## src/design/dtsp_pkg.sv

```systemverilog
// Shared types and constants for the date-time text parser.
// Used by the interfaces, the front classifier, the token queue, the back end and the top level.
package dtsp_pkg;

	localparam int CHAR_W      = 8;
	localparam int ACC_W       = 16;
	localparam int FIELD_W     = 8;
	localparam int FIELD_COUNT = 6;
	localparam int IDX_W       = 3;
	localparam int STATUS_W    = 2;

	localparam logic [ACC_W-1:0]  NO_VALUE  = 16'hFFFF;
	localparam logic [ACC_W-1:0]  YEAR_BASE = 16'd2000;
	localparam logic [CHAR_W-1:0] CH_NUL    = 8'h00;
	localparam logic [CHAR_W-1:0] CH_MINUS  = 8'h2D;
	localparam logic [CHAR_W-1:0] CH_ZERO   = 8'h30;
	localparam logic [CHAR_W-1:0] CH_NINE   = 8'h39;

	localparam int QDEPTH = 4;
	localparam int QAW    = $clog2(QDEPTH);
	localparam int QCW    = $clog2(QDEPTH + 1);

	typedef enum logic [1:0] {
		TOK_DIGIT,
		TOK_SEP,
		TOK_MINUS,
		TOK_END
	} dtsp_kind_t;

	typedef enum logic [STATUS_W-1:0] {
		ST_PAST   = 2'd0,
		ST_FUTURE = 2'd1,
		ST_FULL   = 2'd2
	} dtsp_status_t;

	typedef struct packed {
		dtsp_kind_t  kind;
		logic [3:0]  digit;
	} dtsp_token_t;

	typedef struct packed {
		logic        valid;
		dtsp_token_t tok;
	} dtsp_qhead_t;

endpackage

```

## src/design/dtsp_char_if.sv

```systemverilog
// Character request channel: valid/ready handshake carrying one text character.
// Depends on dtsp_pkg.
interface dtsp_char_if;
	logic                         valid;
	logic                         ready;
	logic [dtsp_pkg::CHAR_W-1:0]  char_code;

	modport source (output valid, output char_code, input ready);
	modport sink   (input valid, input char_code, output ready);
endinterface

```

## src/design/dtsp_result_if.sv

```systemverilog
// Result request channel: valid/ready handshake carrying status and parsed fields.
// Depends on dtsp_pkg.
interface dtsp_result_if;
	logic                           valid;
	logic                           ready;
	logic [dtsp_pkg::STATUS_W-1:0]  status;
	logic [dtsp_pkg::FIELD_W-1:0]   year;
	logic [dtsp_pkg::FIELD_W-1:0]   month;
	logic [dtsp_pkg::FIELD_W-1:0]   day;
	logic [dtsp_pkg::FIELD_W-1:0]   hours;
	logic [dtsp_pkg::FIELD_W-1:0]   minutes;
	logic [dtsp_pkg::FIELD_W-1:0]   seconds;
	logic [dtsp_pkg::IDX_W-1:0]     fields_found;

	modport source (output valid, output status, output year, output month, output day,
		output hours, output minutes, output seconds, output fields_found, input ready);
	modport sink   (input valid, input status, input year, input month, input day,
		input hours, input minutes, input seconds, input fields_found, output ready);
endinterface

```

## src/design/datetime_string_parser.sv

```systemverilog
// Top level of the date-time text parser: front classifier, token queue, back end.
// Depends on dtsp_pkg, dtsp_char_if, dtsp_result_if, dtsp_front, dtsp_queue, dtsp_back.
//
//   port     dir   payload                                          request
//   chars    sink  char_code[7:0]                                   one character
//   results  src   status, year..seconds, fields_found              one parsed string
//
// One character is taken per cycle while the token queue is not full; the
// accumulator multiply-add and field store in the back end are combinational.
// With the queue empty, a terminator is first written into the token queue and
// its result is then registered in the back end's result register.
// A held result stalls the back end only at the next terminator; the four-entry
// token queue keeps taking characters meanwhile until it is full.
// Reset clears control state; field storage is cleared at the start of each string.
module datetime_string_parser (
	input  logic          clk,
	input  logic          arst_n,
	dtsp_char_if.sink     chars,
	dtsp_result_if.source results
);

	logic                   push;
	logic                   pop;
	logic                   q_full;
	dtsp_pkg::dtsp_token_t  push_tok;
	dtsp_pkg::dtsp_qhead_t  head;

	dtsp_front u_front (
		.chars  (chars),
		.q_full (q_full),
		.push   (push),
		.tok    (push_tok)
	);

	dtsp_queue u_queue (
		.clk      (clk),
		.arst_n   (arst_n),
		.push     (push),
		.push_tok (push_tok),
		.pop      (pop),
		.full     (q_full),
		.head     (head)
	);

	dtsp_back u_back (
		.clk     (clk),
		.arst_n  (arst_n),
		.head    (head),
		.pop     (pop),
		.results (results)
	);

endmodule

```

## src/design/dtsp_front.sv

```systemverilog
// Front end: accepts characters and classifies them into tokens for the queue.
// Depends on dtsp_pkg and dtsp_char_if.
module dtsp_front (
	dtsp_char_if.sink              chars,
	input  logic                   q_full,
	output logic                   push,
	output dtsp_pkg::dtsp_token_t  tok
);

	logic is_digit;

	assign is_digit     = (chars.char_code >= dtsp_pkg::CH_ZERO) &&
		(chars.char_code <= dtsp_pkg::CH_NINE);
	assign chars.ready = !q_full;
	assign push        = chars.valid && !q_full;

	always_comb begin
		tok.digit = 4'(chars.char_code - dtsp_pkg::CH_ZERO);
		if (chars.char_code == dtsp_pkg::CH_NUL) begin
			tok.kind = dtsp_pkg::TOK_END;
		end else if (is_digit) begin
			tok.kind = dtsp_pkg::TOK_DIGIT;
		end else if (chars.char_code == dtsp_pkg::CH_MINUS) begin
			tok.kind = dtsp_pkg::TOK_MINUS;
		end else begin
			tok.kind = dtsp_pkg::TOK_SEP;
		end
	end

endmodule

```

## src/design/dtsp_queue.sv

```systemverilog
// Small token queue between front and back ends.
// Depends on dtsp_pkg.
module dtsp_queue (
	input  logic                   clk,
	input  logic                   arst_n,
	input  logic                   push,
	input  dtsp_pkg::dtsp_token_t  push_tok,
	input  logic                   pop,
	output logic                   full,
	output dtsp_pkg::dtsp_qhead_t  head
);

	dtsp_pkg::dtsp_token_t          mem_q [dtsp_pkg::QDEPTH];
	logic [dtsp_pkg::QAW-1:0]       wr_ptr_q;
	logic [dtsp_pkg::QAW-1:0]       rd_ptr_q;
	logic [dtsp_pkg::QCW-1:0]       count_q;
	logic                           do_push;
	logic                           do_pop;

	assign full       = (count_q == dtsp_pkg::QCW'(dtsp_pkg::QDEPTH));
	assign head.valid = (count_q != '0);
	assign head.tok   = mem_q[rd_ptr_q];
	assign do_push    = push && !full;
	assign do_pop     = pop && head.valid;

	always_ff @(posedge clk) begin
		if (do_push) begin
			mem_q[wr_ptr_q] <= push_tok;
		end
	end

	always_ff @(posedge clk or negedge arst_n) begin
		if (!arst_n) begin
			wr_ptr_q <= '0;
			rd_ptr_q <= '0;
			count_q  <= '0;
		end else begin
			if (do_push) begin
				wr_ptr_q <= wr_ptr_q + 1'b1;
			end
			if (do_pop) begin
				rd_ptr_q <= rd_ptr_q + 1'b1;
			end
			if (do_push && !do_pop) begin
				count_q <= count_q + 1'b1;
			end else if (do_pop && !do_push) begin
				count_q <= count_q - 1'b1;
			end
		end
	end

endmodule

```

## src/design/dtsp_back.sv

```systemverilog
// Back end: runs the accumulator and field store on queued tokens, holds the result register.
// Depends on dtsp_pkg and dtsp_result_if.
module dtsp_back (
	input  logic                   clk,
	input  logic                   arst_n,
	input  dtsp_pkg::dtsp_qhead_t  head,
	output logic                   pop,
	dtsp_result_if.source          results
);

	logic [dtsp_pkg::ACC_W-1:0]    acc_q;
	logic [dtsp_pkg::IDX_W-1:0]    idx_q;
	logic                          at_start_q;
	logic                          fut_q;
	logic [dtsp_pkg::FIELD_W-1:0]  fields_q [dtsp_pkg::FIELD_COUNT];

	logic [dtsp_pkg::ACC_W-1:0]    cur_acc;
	logic [dtsp_pkg::IDX_W-1:0]    cur_idx;
	logic                          cur_fut;
	logic                          pend_ok;
	logic                          room;
	logic                          is_end;
	logic                          store_en;
	logic [dtsp_pkg::ACC_W-1:0]    year_adj;
	logic [dtsp_pkg::ACC_W-1:0]    acc_base;
	logic [dtsp_pkg::ACC_W-1:0]    dig_acc;

	logic [dtsp_pkg::ACC_W-1:0]    acc_n;
	logic [dtsp_pkg::IDX_W-1:0]    idx_n;
	logic [dtsp_pkg::FIELD_W-1:0]  fields_n [dtsp_pkg::FIELD_COUNT];
	dtsp_pkg::dtsp_status_t        status_n;

	logic                          res_valid_q;
	logic [dtsp_pkg::STATUS_W-1:0] res_status_q;
	logic [dtsp_pkg::FIELD_W-1:0]  res_fields_q [dtsp_pkg::FIELD_COUNT];
	logic [dtsp_pkg::IDX_W-1:0]    res_found_q;

	assign is_end = (head.tok.kind == dtsp_pkg::TOK_END);
	assign pop    = head.valid && (!is_end || !res_valid_q || results.ready);

	// string start clears the working state before the token is applied
	always_comb begin
		cur_acc  = at_start_q ? dtsp_pkg::NO_VALUE : acc_q;
		cur_idx  = at_start_q ? '0 : idx_q;
		cur_fut  = at_start_q ? (head.tok.kind == dtsp_pkg::TOK_MINUS) : fut_q;
		room     = (cur_idx < dtsp_pkg::IDX_W'(dtsp_pkg::FIELD_COUNT));
		pend_ok  = (cur_acc != dtsp_pkg::NO_VALUE) && room;
		year_adj = ((cur_idx == '0) && (cur_acc >= dtsp_pkg::YEAR_BASE)) ?
			(cur_acc - dtsp_pkg::YEAR_BASE) : cur_acc;
		acc_base = (cur_acc == dtsp_pkg::NO_VALUE) ? '0 : cur_acc;
		dig_acc  = (acc_base << 3) + (acc_base << 1) +
			dtsp_pkg::ACC_W'(head.tok.digit);
	end

	always_comb begin
		store_en = 1'b0;
		acc_n    = cur_acc;
		case (head.tok.kind)
			dtsp_pkg::TOK_END: begin
				store_en = !cur_fut && pend_ok;
				acc_n    = dtsp_pkg::NO_VALUE;
			end
			dtsp_pkg::TOK_DIGIT: begin
				if (!cur_fut && room) begin
					acc_n = dig_acc;
				end
			end
			default: begin
				if (!cur_fut && pend_ok) begin
					store_en = 1'b1;
					acc_n    = dtsp_pkg::NO_VALUE;
				end
			end
		endcase
		idx_n = store_en ? (cur_idx + 1'b1) : cur_idx;
		for (int k = 0; k < dtsp_pkg::FIELD_COUNT; k++) begin
			if (store_en && (cur_idx == dtsp_pkg::IDX_W'(k))) begin
				fields_n[k] = year_adj[dtsp_pkg::FIELD_W-1:0];
			end else begin
				fields_n[k] = at_start_q ? '0 : fields_q[k];
			end
		end
		if (cur_fut) begin
			status_n = dtsp_pkg::ST_FUTURE;
		end else if (idx_n >= dtsp_pkg::IDX_W'(dtsp_pkg::FIELD_COUNT)) begin
			status_n = dtsp_pkg::ST_FULL;
		end else begin
			status_n = dtsp_pkg::ST_PAST;
		end
	end

	always_ff @(posedge clk or negedge arst_n) begin
		if (!arst_n) begin
			acc_q       <= dtsp_pkg::NO_VALUE;
			idx_q       <= '0;
			at_start_q  <= 1'b1;
			fut_q       <= 1'b0;
			res_valid_q <= 1'b0;
		end else begin
			if (pop) begin
				acc_q      <= acc_n;
				idx_q      <= idx_n;
				at_start_q <= is_end;
				fut_q      <= cur_fut;
			end
			if (pop && is_end) begin
				res_valid_q <= 1'b1;
			end else if (results.ready) begin
				res_valid_q <= 1'b0;
			end
		end
	end

	always_ff @(posedge clk) begin
		if (pop) begin
			fields_q <= fields_n;
		end
		if (pop && is_end) begin
			res_status_q <= status_n;
			res_found_q  <= cur_fut ? '0 : idx_n;
			for (int k = 0; k < dtsp_pkg::FIELD_COUNT; k++) begin
				res_fields_q[k] <= cur_fut ? '0 : fields_n[k];
			end
		end
	end

	assign results.valid        = res_valid_q;
	assign results.status       = res_status_q;
	assign results.year         = res_fields_q[0];
	assign results.month        = res_fields_q[1];
	assign results.day          = res_fields_q[2];
	assign results.hours        = res_fields_q[3];
	assign results.minutes      = res_fields_q[4];
	assign results.seconds      = res_fields_q[5];
	assign results.fields_found = res_found_q;

	a_idx_range: assert property (@(posedge clk) disable iff (!arst_n)
		idx_q <= dtsp_pkg::IDX_W'(dtsp_pkg::FIELD_COUNT))
		else $error("field index beyond six");

	a_end_restarts: assert property (@(posedge clk) disable iff (!arst_n)
		pop && is_end |=> at_start_q && res_valid_q)
		else $error("terminator did not restart the string or raise a result");

	a_future_empty: assert property (@(posedge clk) disable iff (!arst_n)
		res_valid_q && (res_status_q == dtsp_pkg::ST_FUTURE) |-> (res_found_q == '0))
		else $error("future result carries fields");

	a_full_count: assert property (@(posedge clk) disable iff (!arst_n)
		res_valid_q && (res_status_q == dtsp_pkg::ST_FULL) |->
		(res_found_q == dtsp_pkg::IDX_W'(dtsp_pkg::FIELD_COUNT)))
		else $error("full status without six fields");

	a_future_no_store: assert property (@(posedge clk) disable iff (!arst_n)
		fut_q && !at_start_q |-> (idx_q == '0))
		else $error("field stored after leading minus");

endmodule

```

## src/flat_wrapper.sv

```systemverilog
// flat-port wrapper written by rule: the top's interface ports become plain ports
module datetime_string_parser_flat 
  (clk, arst_n, chars_valid, chars_char_code, chars_ready, results_valid, results_status, results_year, results_month, results_day, results_hours, results_minutes, results_seconds, results_fields_found, results_ready);
  dtsp_char_if chars_i ();
  dtsp_result_if results_i ();
  input  logic clk;
  input  logic arst_n;
  input wire logic [$bits(chars_i.valid)-1:0] chars_valid;
  input wire logic [$bits(chars_i.char_code)-1:0] chars_char_code;
  output wire logic [$bits(chars_i.ready)-1:0] chars_ready;
  output wire logic [$bits(results_i.valid)-1:0] results_valid;
  output wire logic [$bits(results_i.status)-1:0] results_status;
  output wire logic [$bits(results_i.year)-1:0] results_year;
  output wire logic [$bits(results_i.month)-1:0] results_month;
  output wire logic [$bits(results_i.day)-1:0] results_day;
  output wire logic [$bits(results_i.hours)-1:0] results_hours;
  output wire logic [$bits(results_i.minutes)-1:0] results_minutes;
  output wire logic [$bits(results_i.seconds)-1:0] results_seconds;
  output wire logic [$bits(results_i.fields_found)-1:0] results_fields_found;
  input wire logic [$bits(results_i.ready)-1:0] results_ready;
  assign chars_i.valid = chars_valid;
  assign chars_i.char_code = chars_char_code;
  assign chars_ready = chars_i.ready;
  assign results_valid = results_i.valid;
  assign results_status = results_i.status;
  assign results_year = results_i.year;
  assign results_month = results_i.month;
  assign results_day = results_i.day;
  assign results_hours = results_i.hours;
  assign results_minutes = results_i.minutes;
  assign results_seconds = results_i.seconds;
  assign results_fields_found = results_i.fields_found;
  assign results_i.ready = results_ready;
  datetime_string_parser u_core (.clk(clk), .arst_n(arst_n), .chars(chars_i), .results(results_i));
endmodule
```

## config.mk

```make
export PLATFORM = sky130hd
export DESIGN_NAME = datetime_string_parser_flat
export DESIGN_NICKNAME = d
export VERILOG_FILES = /design/src/design/dtsp_pkg.sv /design/src/design/dtsp_char_if.sv /design/src/design/dtsp_result_if.sv /design/src/design/datetime_string_parser.sv /design/src/design/dtsp_front.sv /design/src/design/dtsp_queue.sv /design/src/design/dtsp_back.sv /design/src/flat_wrapper.sv
export SDC_FILE = /design/constraint.sdc
export NUM_CORES = 1
export LEC_CHECK = 0
export BUFFER_PORTS_ARGS = -buffer_cell sky130_fd_sc_hd__clkbuf_2
export CORE_MARGIN = 2
export CORE_UTILIZATION = 48
export DETAILED_ROUTE_END_ITERATION = 8
export PLACE_DENSITY = 0.69
export RECOVER_POWER = 50
export SYNTH_ARGS = -nofsm -noshare
export SYNTH_HDL_FRONTEND = slang
export SYNTH_SLANG_ARGS = --single-unit
export TNS_END_PERCENT = 100
```

## constraint.sdc

```tcl
create_clock -name clk -period 4.1 [get_ports clk]
set_input_delay 0.615 -clock clk [delete_from_list [all_inputs] [get_ports clk]]
set_output_delay 0.615 -clock clk [all_outputs]
set_load 0.05 [all_outputs]
```

==> results.cfg <==
[logic_synthesis]
synthesis.nets = 730
netlist_top_cells_count = 125 x edfxtp_1, 71 x nand2_1, 50 x nor2_1, 47 x o21ai_0, 42 x ha_1
synth_area_sq_mm = 0.00802
yosysMostFrequentCell = edfxtp_1
ys_ff_latch = 154
synth_compound_area_share_pct = 13.0
ys_seq_area_share_pct = 56.2
synthCells = 674
synthSimpleGateAreaFrac_pct = 13.2
synth_xor_area_share_pct = 2.72
yosysTopAreaCellShare_pct = 46.8
synth_warnings = 0
synth-main-ff-cell = edfxtp_1
yosys.area_share.adder_pct = 7.06
synthArstFlopShare_pct = 18.8
muxShareOfSynthArea_pct = 4.68
syn_avg_cell_area_sq_um = 11.9
synth_top_family_by_area = simple AND/OR/NAND/NOR gates
synth_cell_types = 67
synth_top_cell_by_area = edfxtp_1
synth_area_leaders = edfxtp_1 47%, ha_1 6.6%, dfstp_2 5.6%, dfrtp_1 3.7%, nand2_1 3.3%
synth_edf_count = 125

[clock_network]
cts_tree = built
cts_resized = 0
hold_buffers = 0
cts_setup_buffers = 0
path_clk_slew_ns = 0.06
clockBufferDepth = 2
numClockSinks = 154
h-tree-depth = 4
clk_latency_ns = 0.44
cts_root_buffer = clkbuf_16
cts_buffers = 17

[worst_setup_path]
rr_startpoint = u_core.u_back.at_start_q
endpoint_kind = flop
reg2reg_slack_ns = 0.25
cp.required_ns = 4.45
critPathCapture = u_core.u_back.acc_q[12]
path_class = flop to flop
path_cells = nor2_1, inv_1, ha_1, nand4_2, nor4_4, a21o_1, nor2b_1, ha_1, ha_1, fa_1, a21oi_1, o21ai_0, a21o_1, a31oi_1, xor2_1, a21oi_1
critPathSlowestCell = dfstp_2
r2r_end = u_core.u_back.acc_q[12]
start_kind = flop
critPathLaunch = u_core.u_back.at_start_q
r2r_cells = 16
arrival_ns = 4.19
crit_top_cell = ha_1
path_max_fanout = 4
cpPeakStageDelay_ns = 0.55

[drt]
wl_per_cell_um = 17.3
routed_wl_um = 16900
drt_iter0_drc = 439
drc = 0
drtAntennaViolNets = 0
drt-pass1-iter-count = 5
vias = 5516
viasPerCell = 5.65

[outcome]
status = finished, violations left
violations = capacitance limit, slew limit

[floorplanning]
core-area_sq_mm = 0.0165
dieArea_sq_mm = 0.0177
ioPinCount = 67
rows = 47
initial_utilization_pct = 48.7
die_y_um = 133
die_x_um = 133

[cells_and_area]
seqCellArea_sq_mm = 0.00450
fillCellCount = 1409
area_delta_synth_final_pct = 13.5
stdcell_count = 977
drive_gt1_share_pct = 14.3
nNetsFinal = 800
diodes = 0
multiInputGateArea_sq_mm = 0.00327

[grt]
grt_pass1_wl_um = 27600
grt.total_usage_pct = 20.0
gr-total-overflow = 0
antenna_found_initial = 0
grt_max_degree = 41
grt_pass1_vias = 5430

[sta]
setup_viol_count_final = 0
grt_setup_unrepaired = false
maxSlewViolCount = 30
finalHoldViolCount = 0
finalCritPeriodShare_pct = 93.8
slew_headroom_pct = -17.3
worst_pin_slew_ns = 1.76
max_freq_mhz = 260
period_needed_ns = 3.85
totalNegativeSetupSlack_ns = 0
fin_worst_skew_ns = 0.0114

[place]
dp.cells = 944
post-dp-hpwl_um = 11900
port_buffers = 66
gp_congestion = 0.923

[job]
cap_violations = 1

[hold_path]
hold_path.class = flop to flop
worst max-delay path, delay by kind of cell (launching register included):
kind            cells  cell delay, ns
compound gates      6            1.10
xor+xnor            1            0.17
fa+ha+maj           4            1.17
buf+inv             1            0.15
flops               1            0.55
simple gates        4            0.61
sequential cells by signal (all words and copies together), names as in the netlist:
| register | flops |
|---|---|
| u_core.u_queue.mem_q | 24 |
| u_core.u_queue.wr_ptr_q | 2 |
| u_core.u_queue.count_q | 3 |
| u_core.u_back.results.fields_found | 3 |
| u_core.u_back.fut_q | 1 |
| u_core.u_back.idx_q | 3 |
| u_core.u_queue.rd_ptr_q | 2 |
| u_core.u_back.fields_q | 48 |
| u_core.u_back.results.valid | 1 |
| u_core.u_back.acc_q | 16 |
| u_core.u_back.res_fields_q | 48 |
| u_core.u_back.at_start_q | 1 |
| u_core.u_back.results.status | 2 |
routing by layer:
| metal | track usage, % | part of all wire [%] |
|---|---|---|
| met1 | 26.5 | 45 |
| met2 | 32.6 | 48 |
| met3 | 4.30 | 5.3 |
| met4 | 7.33 | 1.5 |
| met5 | 0 | 0 |
cells in the final DEF, fill, tap and decap left out, types with 16 or more instances in the layout:
master / n
edfxtp_1: 125
nor2_1: 50
o21ai_0: 47
nand2_1: 71
nor2b_1: 16
and2_1: 25
o31ai_1: 20
dfstp_2: 17
clkbuf_16: 17
a21oi_1: 34
inv_1: 18
ha_1: 42
clkbuf_1: 61
final cells by class:
type	instances	share of cell area [%]
Inverter	21	0.867
Clock inverter	15	1.65
Multi-Input combinational cell	466	35.9
Tap cell	220	3.03
Timing Repair Buffer	84	4.36
Clock buffer	17	4.68
Sequential cell	154	49.5
per-stage QoR:
step	hold slack [ns]	instance area [sq um]	util, %	setup slack [ns]
6_report	0.499	9090	55.2	0.254
5_1_grt	0.521	9090	55.2	0.0391
4_1_cts	0.276	9180	55.7	0.207
3_5_place_dp	0.488	8600	52.2	0.250
3_3_place_gp	0.478	8600	52.2	0.419
2_1_floorplan	0.319	8020	-	0.0495
logic make-up (layout without fill, tap and decap cells):
| kind of cell | after synthesis | after routing |
|---|---|---|
| AO/OA/AOI/OAI | 158 | 158 |
| XOR/XNOR | 24 | 24 |
| adder cells (fa/ha/maj) | 44 | 44 |
| buffers and inverters | 54 | 137 |
| flip-flops | 154 | 154 |
| multiplexers | 24 | 24 |
| AND/OR/NAND/NOR | 216 | 216 |
worst min path at each step:
stage,from,to,slack [ns],cells after the start
global route,chars_char_code[0],u_core.u_queue.mem_q[0][0],0.52,1
floorplan,arst_n,u_core.u_back.fut_q,0.32,0
finish,u_core.u_queue.count_q[2],u_core.u_queue.count_q[2],0.50,1
global placement,u_core.u_queue.count_q[2],u_core.u_queue.count_q[2],0.48,1
detailed placement,u_core.u_queue.count_q[2],u_core.u_queue.count_q[2],0.49,1
CTS,arst_n,u_core.u_back.results.valid,0.28,1
Power is not shown: default switching activity piles up to over one toggle a cycle in this logic, so the estimate is an artifact.
